===== src/sv/mshash_pkg.sv =====
// Shared constants, types and helper functions for the stream hash block.
package mshash_pkg;

    localparam logic [31:0] MIX_C1     = 32'hcc9e2d51;
    localparam logic [31:0] MIX_C2     = 32'h1b873593;
    localparam logic [31:0] MIX_ADD    = 32'he6546b64;
    localparam logic [31:0] FIN_M1     = 32'h85ebca6b;
    localparam logic [31:0] FIN_M2     = 32'hc2b2ae35;
    localparam logic [31:0] SEED_RESET = 32'd20000033;

    localparam int unsigned ROT_K = 15;
    localparam int unsigned ROT_H = 13;

    localparam int unsigned PADDR_W = 3;
    localparam logic [PADDR_W-1:0] ADDR_SEED = 3'd0;

    localparam int unsigned S_TDATA_W = 40;
    localparam int unsigned M_TDATA_W = 32;

    localparam logic [2:0] CNT_FULL = 3'd4;
    localparam logic [2:0] CNT_ONE  = 3'd1;
    localparam logic [2:0] CNT_TWO  = 3'd2;
    localparam logic [2:0] CNT_THREE = 3'd3;
    localparam logic [2:0] CNT_NONE = 3'd0;

    typedef enum logic [2:0] {
        ST_IDLE,
        ST_MIX,
        ST_FOLD,
        ST_FIN1,
        ST_FIN2,
        ST_EMIT
    } state_t;

    typedef struct packed {
        logic load;
        logic mix;
        logic fold;
        logic fin1;
        logic fin2;
        logic emit;
    } dp_cmd_t;

    typedef struct packed {
        logic last;
        logic out_free;
    } dp_status_t;

    function automatic logic [31:0] rotl15(input logic [31:0] x);
        rotl15 = {x[31-ROT_K:0], x[31:32-ROT_K]};
    endfunction

    function automatic logic [31:0] rotl13(input logic [31:0] x);
        rotl13 = {x[31-ROT_H:0], x[31:32-ROT_H]};
    endfunction

endpackage


===== src/sv/murmur_style_stream_hash32.sv =====
// Each accepted word is stepped through the two mix multiplies and then folded into the hash;
// a last word then passes the two finalizer steps and shows its hash on m_tvalid once the output is free.
// A word is accepted only while the sequencer is idle, so the block takes no new word until it has
// finished the previous one, including any wait for the output to be free.
// Reset: synchronous active-low aresetn returns to idle, drops m_tvalid,
// clears the byte length and reloads seed to 20000033.
module murmur_style_stream_hash32 (
    input  logic                               aclk,
    input  logic                               aresetn,
    // s_tdata: data_word [31:0], byte_count [34:32], zero pad [39:35]
    input  logic [mshash_pkg::S_TDATA_W-1:0]   s_tdata,
    input  logic                               s_tlast,
    input  logic                               s_tvalid,
    output logic                               s_tready,
    // m_tdata: hash_value [31:0]
    output logic [mshash_pkg::M_TDATA_W-1:0]   m_tdata,
    output logic                               m_tvalid,
    input  logic                               m_tready,
    input  logic                               psel,
    input  logic                               penable,
    input  logic                               pwrite,
    input  logic [mshash_pkg::PADDR_W-1:0]     paddr,
    input  logic [31:0]                        pwdata,
    output logic [31:0]                        prdata,
    output logic                               pready
);
    import mshash_pkg::*;

    logic [31:0] seed_reg;
    logic [31:0] seed_next;
    logic        cfg_write;
    dp_cmd_t     cmd;
    dp_status_t  status;

    assign pready    = 1'b1;
    assign cfg_write = psel && penable && pwrite && pready && (paddr == ADDR_SEED);
    assign seed_next = cfg_write ? pwdata : seed_reg;
    assign prdata    = (paddr == ADDR_SEED) ? seed_reg : 32'd0;

    always_ff @(posedge aclk) begin
        if (!aresetn) begin
            seed_reg <= SEED_RESET;
        end else begin
            seed_reg <= seed_next;
        end
    end

    mshash_ctrl u_ctrl (
        .aclk     (aclk),
        .aresetn  (aresetn),
        .s_tvalid (s_tvalid),
        .s_tready (s_tready),
        .cmd      (cmd),
        .status   (status)
    );

    mshash_dp u_dp (
        .aclk      (aclk),
        .aresetn   (aresetn),
        .cmd       (cmd),
        .status    (status),
        .seed      (seed_reg),
        .in_word   (s_tdata[31:0]),
        .in_count  (s_tdata[34:32]),
        .in_last   (s_tlast),
        .out_valid (m_tvalid),
        .out_ready (m_tready),
        .out_hash  (m_tdata)
    );

endmodule


===== src/sv/mshash_ctrl.sv =====
// Sequencer that steps one key word through mixing and folding and, for a last word, finalizing.
module mshash_ctrl (
    input  logic                  aclk,
    input  logic                  aresetn,
    input  logic                  s_tvalid,
    output logic                  s_tready,
    output mshash_pkg::dp_cmd_t   cmd,
    input  mshash_pkg::dp_status_t status
);
    import mshash_pkg::*;

    state_t state_reg;
    state_t state_next;

    always_ff @(posedge aclk) begin
        if (!aresetn) begin
            state_reg <= ST_IDLE;
        end else begin
            state_reg <= state_next;
        end
    end

    always_comb begin
        state_next = state_reg;
        case (state_reg)
            ST_IDLE: begin
                if (s_tvalid) begin
                    state_next = ST_MIX;
                end
            end
            ST_MIX:  state_next = ST_FOLD;
            ST_FOLD: begin
                state_next = status.last ? ST_FIN1 : ST_IDLE;
            end
            ST_FIN1: state_next = ST_FIN2;
            ST_FIN2: state_next = ST_EMIT;
            ST_EMIT: begin
                // hold until the output register can take the result
                if (status.out_free) begin
                    state_next = ST_IDLE;
                end
            end
            default: state_next = ST_IDLE;
        endcase
    end

    always_comb begin
        s_tready = 1'b0;
        cmd      = '0;
        case (state_reg)
            ST_IDLE: begin
                s_tready = 1'b1;
                cmd.load = s_tvalid;
            end
            ST_MIX:  cmd.mix  = 1'b1;
            ST_FOLD: cmd.fold = 1'b1;
            ST_FIN1: cmd.fin1 = 1'b1;
            ST_FIN2: cmd.fin2 = 1'b1;
            ST_EMIT: cmd.emit = status.out_free;
            default: cmd      = '0;
        endcase
    end

`ifndef SYNTH
    a_load_to_mix: assert property (@(posedge aclk) disable iff (!aresetn)
        (state_reg == ST_IDLE && s_tvalid) |=> (state_reg == ST_MIX))
        else $error("accepted word did not enter mixing");
    a_fold_exit: assert property (@(posedge aclk) disable iff (!aresetn)
        (state_reg == ST_FOLD) |=> (state_reg == ST_IDLE || state_reg == ST_FIN1))
        else $error("fold left to an unexpected state");
    a_emit_done: assert property (@(posedge aclk) disable iff (!aresetn)
        (state_reg == ST_EMIT && status.out_free) |=> (state_reg == ST_IDLE))
        else $error("emit did not return to idle");
    a_ready_idle: assert property (@(posedge aclk) disable iff (!aresetn)
        s_tready |-> (state_reg == ST_IDLE))
        else $error("ready raised outside idle");
`endif

endmodule


===== src/sv/mshash_dp.sv =====
// Datapath: word mixing, hash fold, length count, finalizer and output register.
module mshash_dp (
    input  logic                   aclk,
    input  logic                   aresetn,
    input  mshash_pkg::dp_cmd_t    cmd,
    output mshash_pkg::dp_status_t status,
    input  logic [31:0]            seed,
    input  logic [31:0]            in_word,
    input  logic [2:0]             in_count,
    input  logic                   in_last,
    output logic                   out_valid,
    input  logic                   out_ready,
    output logic [31:0]            out_hash
);
    import mshash_pkg::*;

    logic [31:0] word_reg;
    logic [2:0]  cnt_reg;
    logic        last_reg;
    logic [31:0] k_reg;
    logic [31:0] acc_reg;
    logic [31:0] len_reg;
    logic        in_key_reg;
    logic        in_key_next;
    logic [31:0] fin_reg;
    logic [31:0] out_reg;
    logic        out_valid_reg;
    logic        out_valid_next;

    logic [2:0]  cnt_clamped;
    logic [31:0] base_h;
    logic [31:0] rot_h;
    logic [31:0] tail;
    logic [31:0] fold_h;
    logic [31:0] len_sum;
    logic [31:0] fin1_pre;
    logic [31:0] fin2_pre;

    // byte counts above four mean a full word
    assign cnt_clamped = in_count[2] ? CNT_FULL : in_count;

    assign base_h  = in_key_reg ? acc_reg : seed;
    assign rot_h   = rotl13(base_h ^ k_reg);
    assign len_sum = len_reg + {29'd0, cnt_reg};

    always_comb begin
        case (cnt_reg)
            CNT_ONE:   tail = {24'd0, word_reg[7:0]};
            CNT_TWO:   tail = {16'd0, word_reg[15:0]};
            CNT_THREE: tail = {8'd0, word_reg[23:0]};
            default:   tail = '0;
        endcase
    end

    always_comb begin
        case (cnt_reg)
            CNT_FULL: fold_h = {rot_h[29:0], 2'b00} + rot_h + MIX_ADD;
            CNT_NONE: fold_h = base_h;
            default:  fold_h = base_h ^ {tail[15:0], tail[31:16]};
        endcase
    end

    assign fin1_pre = fin_reg ^ {16'd0, fin_reg[31:16]};
    assign fin2_pre = fin_reg ^ {13'd0, fin_reg[31:13]};

    // payload registers
    always_ff @(posedge aclk) begin
        if (cmd.load) begin
            word_reg <= in_word;
            cnt_reg  <= cnt_clamped;
            last_reg <= in_last;
            k_reg    <= in_word * MIX_C1;
        end
        if (cmd.mix) begin
            k_reg <= rotl15(k_reg) * MIX_C2;
        end
        if (cmd.fold) begin
            acc_reg <= fold_h;
            fin_reg <= fold_h ^ len_sum;
        end
        if (cmd.fin1) begin
            fin_reg <= fin1_pre * FIN_M1;
        end
        if (cmd.fin2) begin
            fin_reg <= fin2_pre * FIN_M2;
        end
        if (cmd.emit) begin
            out_reg <= fin_reg ^ {16'd0, fin_reg[31:16]};
        end
    end

    always_comb begin
        in_key_next = in_key_reg;
        if (cmd.fold) begin
            in_key_next = !last_reg;
        end
        out_valid_next = out_valid_reg;
        if (out_valid_reg && out_ready) begin
            out_valid_next = 1'b0;
        end
        if (cmd.emit) begin
            out_valid_next = 1'b1;
        end
    end

    always_ff @(posedge aclk) begin
        if (!aresetn) begin
            len_reg       <= '0;
            in_key_reg    <= 1'b0;
            out_valid_reg <= 1'b0;
        end else begin
            if (cmd.fold) begin
                len_reg <= last_reg ? 32'd0 : len_sum;
            end
            in_key_reg    <= in_key_next;
            out_valid_reg <= out_valid_next;
        end
    end

    assign status.last     = last_reg;
    assign status.out_free = !out_valid_reg || out_ready;
    assign out_valid       = out_valid_reg;
    assign out_hash        = out_reg;

`ifndef SYNTH
    a_key_close: assert property (@(posedge aclk) disable iff (!aresetn)
        (cmd.fold && last_reg) |=> (len_reg == 32'd0 && !in_key_reg))
        else $error("key state not cleared after last word");
    a_emit_free: assert property (@(posedge aclk) disable iff (!aresetn)
        cmd.emit |-> (!out_valid_reg || out_ready))
        else $error("result written over an untaken result");
    a_out_hold: assert property (@(posedge aclk) disable iff (!aresetn)
        (out_valid_reg && !out_ready) |=> (out_valid_reg && $stable(out_reg)))
        else $error("waiting result changed or dropped");
`endif

endmodule

===== config.mk =====
export PLATFORM = sky130hd
export DESIGN_NAME = murmur_style_stream_hash32
export DESIGN_NICKNAME = d
export VERILOG_FILES = /design/src/sv/mshash_pkg.sv /design/src/sv/murmur_style_stream_hash32.sv /design/src/sv/mshash_ctrl.sv /design/src/sv/mshash_dp.sv
export SDC_FILE = /design/constraint.sdc
export NUM_CORES = 2
export LEC_CHECK = 0
export ABC_CLOCK_PERIOD_IN_PS = 22300
export BUFFER_PORTS_ARGS = -buffer_cell sky130_fd_sc_hd__buf_2
export CAP_MARGIN = 20
export CORE_MARGIN = 2
export CORE_UTILIZATION = 48
export DETAILED_ROUTE_END_ITERATION = 8
export GPL_ROUTABILITY_DRIVEN = 0
export PLACE_DENSITY = 0.68
export SETUP_SLACK_MARGIN = 0.5
export SLEW_MARGIN = 20
export SYNTH_ARGS = -nofsm -noshare
export SYNTH_HDL_FRONTEND = slang
export SYNTH_SLANG_ARGS = --single-unit
export TNS_END_PERCENT = 5

===== constraint.sdc =====
create_clock -name aclk -period 22.3 [get_ports aclk]
set_input_delay 2.23 -clock aclk [delete_from_list [all_inputs] [get_ports aclk]]
set_output_delay 2.23 -clock aclk [all_outputs]
set_load 0.01 [all_outputs]

==> impl_metrics.prom <==
# TYPE chip_impl_metric gauge
chip_impl_info{name="status",value="completed"} 1
chip_impl_metric{name="dr.first_iter.drc_count",unit=""} 2518
chip_impl_metric{name="async_flop_share",unit="%"} 0
chip_impl_metric{name="dr_total_vias",unit=""} 33050
chip_impl_metric{name="yosysUniqueCellTypes",unit=""} 84
chip_impl_info{name="ys_dominant_reg_cell",value="edfxtp_1"} 1
chip_impl_info{name="crit_path_frequent_cell",value="fa_1"} 1
chip_impl_metric{name="final.setup.tns",unit="ps"} 0
chip_impl_metric{name="worst_reg_to_reg_setup_slack",unit="ps"} 13200
chip_impl_metric{name="timing.final.crit_period",unit="ps"} 9100
chip_impl_metric{name="io_buffer_count",unit=""} 143
chip_impl_info{name="r2r-end",value="u_dp.fin_reg[31]"} 1
chip_impl_metric{name="gr-total-overflow",unit=""} 0
chip_impl_metric{name="row_count",unit=""} 114
chip_impl_metric{name="initial_core_util",unit="%"} 48.17
chip_impl_metric{name="fin_skew",unit="ps"} 23.52
chip_impl_metric{name="cts.reportedPaths.clkPinSlew",unit="ps"} 70
chip_impl_metric{name="worst-endpoint-required",unit="ps"} 22720
chip_impl_metric{name="tightestPinTransition",unit="ps"} 996.3
chip_impl_info{name="cp-startpoint",value="u_dp.fin_reg[20]"} 1
chip_impl_metric{name="grt_pass1_wl",unit="µm"} 199200
chip_impl_metric{name="synthCells",unit=""} 4758
chip_impl_metric{name="hpwlAfterDp",unit="µm"} 109500
chip_impl_metric{name="grt_util_all_layers",unit="%"} 26.50
chip_impl_info{name="synth_commonest_cells",value="inv_1, ha_1, fa_1, xnor2_1, nand2_1"} 1
chip_impl_metric{name="critical_path_peak_fanout",unit=""} 11
chip_impl_info{name="synth_most_common_cell",value="inv_1"} 1
chip_impl_metric{name="setup_slack",unit="ps"} 13200
chip_impl_info{name="synth.top_cells.by_area",value="fa_1, ha_1, inv_1"} 1
chip_impl_metric{name="synth_largest_type_area_fraction",unit="%"} 31.77
chip_impl_metric{name="reg2reg_depth",unit=""} 26
chip_impl_metric{name="worst_skew_pair.late_latency",unit="ps"} 610
chip_impl_metric{name="drv.max_cap_violation_count",unit=""} 0
chip_impl_metric{name="syn_nets",unit=""} 6374
chip_impl_info{name="root_buffer",value="clkbuf_16"} 1
chip_impl_metric{name="layout.filler_cells",unit=""} 8752
chip_impl_metric{name="floorplan.die.width",unit="µm"} 314.8
chip_impl_metric{name="core",unit="µm²"} 96280
chip_impl_metric{name="postSynthAreaPerCell",unit="µm²"} 9.746
chip_impl_info{name="rr_startpoint",value="u_dp.fin_reg[20]"} 1
chip_impl_metric{name="dp_slack",unit="ps"} 13140
chip_impl_metric{name="hold-worst-slack",unit="ps"} 526.3
chip_impl_info{name="cpMaxStageDelayCell",value="xnor2_1"} 1
chip_impl_info{name="synth_largest_area_cell",value="fa_1"} 1
chip_impl_metric{name="layout_worst_path_cycle_share",unit="%"} 40.81
chip_impl_metric{name="die_area",unit="µm²"} 99110
chip_impl_metric{name="synthesis.yosys.warnings",unit=""} 0
chip_impl_metric{name="multiInputGateArea",unit="µm²"} 35080
chip_impl_metric{name="yosysSeqAreaShare",unit="%"} 13.08
chip_impl_metric{name="netlist_area",unit="µm²"} 46370
chip_impl_info{name="worstSetupEndpointType",value="register"} 1
chip_impl_metric{name="clock_sink_count",unit=""} 225
chip_impl_metric{name="cts.hold.buffers_added",unit=""} 0
chip_impl_metric{name="critPathMaxStageDelay",unit="ps"} 840
chip_impl_info{name="timing_worst_setup_path_type",value="reg2reg"} 1
chip_impl_metric{name="cts_repair_resizes",unit=""} 0
chip_impl_metric{name="synth_edf_count",unit=""} 156
chip_impl_metric{name="nNetsFinal",unit=""} 6498
chip_impl_metric{name="cts.path.max_buffers",unit=""} 3
chip_impl_metric{name="finalSetupViolCount",unit=""} 0
chip_impl_metric{name="fmax",unit="GHz"} 0.1099
chip_impl_info{name="worst_setup_path_start_kind",value="register"} 1
chip_impl_metric{name="drive_gt1_share",unit="%"} 5.099
chip_impl_metric{name="initial_antenna_violation_count",unit=""} 4
chip_impl_metric{name="critPathArrivalTime",unit="ps"} 9520
chip_impl_metric{name="register_area",unit="µm²"} 6067
chip_impl_metric{name="finalWirelength",unit="µm"} 127800
chip_impl_metric{name="hold_viol_final",unit=""} 0
chip_impl_metric{name="grt_max_degree",unit=""} 70
chip_impl_metric{name="drv_slew",unit=""} 0
chip_impl_metric{name="drt.antenna.violating_nets",unit=""} 0
chip_impl_metric{name="synth_seq_cells",unit=""} 225
chip_impl_metric{name="drcViolationCount",unit=""} 0
chip_impl_metric{name="first_global_vias",unit=""} 34540
chip_impl_metric{name="total_setup_buffers_inserted_after_cts",unit=""} 0
chip_impl_metric{name="fin_util",unit="%"} 51.49
chip_impl_metric{name="timing.hold.worst_path_depth",unit=""} 2
chip_impl_metric{name="floorplan.die.height",unit="µm"} 314.8
chip_impl_metric{name="worst_slew_margin_rel",unit="%"} 33.58
chip_impl_metric{name="pin_count",unit=""} 150
chip_impl_info{name="holdCritPathClass",value="reg2reg"} 1
chip_impl_metric{name="numCtsBuffers",unit=""} 27
chip_impl_metric{name="antenna_cells_inserted",unit=""} 0
chip_impl_metric{name="via_per_inst",unit=""} 5.348
chip_impl_info{name="tritoncts",value="done"} 1
chip_impl_metric{name="area.growth.synth_to_final",unit="%"} 6.902
chip_impl_info{name="grt_setup_unrepaired",value="no"} 1
chip_impl_metric{name="htree_levels",unit=""} 1
chip_impl_info{name="hold-path-endpoint",value="u_dp.len_reg[25]"} 1
chip_impl_metric{name="dr.pass1.iters",unit=""} 6
chip_impl_info{name="timing.hold.worst.start",value="u_dp.len_reg[25]"} 1
chip_impl_metric{name="post_dr_wirelength_cell",unit="µm"} 20.68
kinds of logic (layout without fill, tap and decap cells):
logic type | after synthesis | in the layout | share of synthesized area, %
adders and majority gates | 1533 | 1533 | 53.28
buffers and inverters | 1393 | 1538 | 11.32
and+or+nand+nor | 598 | 598 | 6.176
AOI/OAI and AO/OA | 590 | 590 | 8.070
xor gates and xnor gates | 375 | 375 | 7.123
DFF | 225 | 225 | 13.08
muxes | 43 | 43 | 0.9443
other | 1 | 1 | 0.008087
layout make-up:
cell class	instances	share of cell area, %
clock buffer	30	1.406
clock inverter	20	0.5300
inverter	1318	9.980
multi-input combinational	3140	70.76
sequential	225	12.24
tap	1276	3.221
timing repair buffer	170	1.868
placed cells by master, fill, tap and decap left out, types with 23 or more instances in the layout:
| cell type | netlist | routed |
|---|---|---|
| ha_1 | 797 | 797 |
| a21oi_1 | 145 | 145 |
| mux2i_1 | 37 | 37 |
| xnor2_1 | 266 | 266 |
| a21boi_0 | 42 | 42 |
| nor2b_1 | 36 | 35 |
| buf_4 | 2 | 26 |
| nor2_1 | 117 | 115 |
| and2_1 | 44 | 44 |
| fa_1 | 736 | 736 |
| edfxtp_1 | 156 | 156 |
| and3_1 | 27 | 27 |
| nand3_1 | 39 | 39 |
| nand2_1 | 231 | 230 |
| xor2_1 | 108 | 108 |
| dfxtp_1 | 69 | 68 |
| clkbuf_16 | 0 | 27 |
| a21o_1 | 44 | 44 |
| a211oi_1 | 26 | 26 |
| o21ai_0 | 155 | 155 |
| inv_1 | 1317 | 1316 |
| buf_2 | 4 | 143 |
| nand2b_1 | 23 | 23 |
critical path: cells and delay by family, from the launching register on:
kind	cells	cell delay, ps
adder cells (fa/ha/maj)	8	3810
XOR/XNOR	2	1380
AO/OA/AOI/OAI	9	2100
flip-flops	1	770
buffers and inverters	7	860
how the worst max path moves through the flow:
stage / slack [ps] / cells past startpoint / end
floorplan: 14260 / 25 / u_dp.k_reg[31]
global route: 12820 / 23 / u_dp.fin_reg[31]
global placement: 13120 / 26 / u_dp.k_reg[31]
CTS: 13290 / 26 / u_dp.fin_reg[31]
finish: 13200 / 26 / u_dp.fin_reg[31]
detailed placement: 13140 / 26 / u_dp.k_reg[31]
stage by stage:
| step | instances | area (µm²) |
|---|---|---|
| after floorplan | 4758 | 46370 |
| after global placement | 6127 | 48590 |
| after detailed placement | 6127 | 48590 |
| after CTS | 6177 | 49550 |
| after global routing | 6179 | 49570 |
| final | 6179 | 49570 |
metal layers:
| layer | vias up | routed length (µm) | GRT usage [%] | part of all wire [%] |
|---|---|---|---|---|
| met4 | 2 | 4893 | 8.777 | 3.8 |
| met2 | 1270 | 58590 | 42.98 | 46 |
| met1 | 16400 | 53600 | 36.24 | 42 |
| met3 | 213 | 10690 | 4.223 | 8.4 |
| met5 | - | 17 | 0 | 0.013 |
| li1 | 15170 | - | - | - |
Power is left out: the tool's default activity adds up to more than one toggle a clock period on the data nets, which glitch-free logic cannot reach.
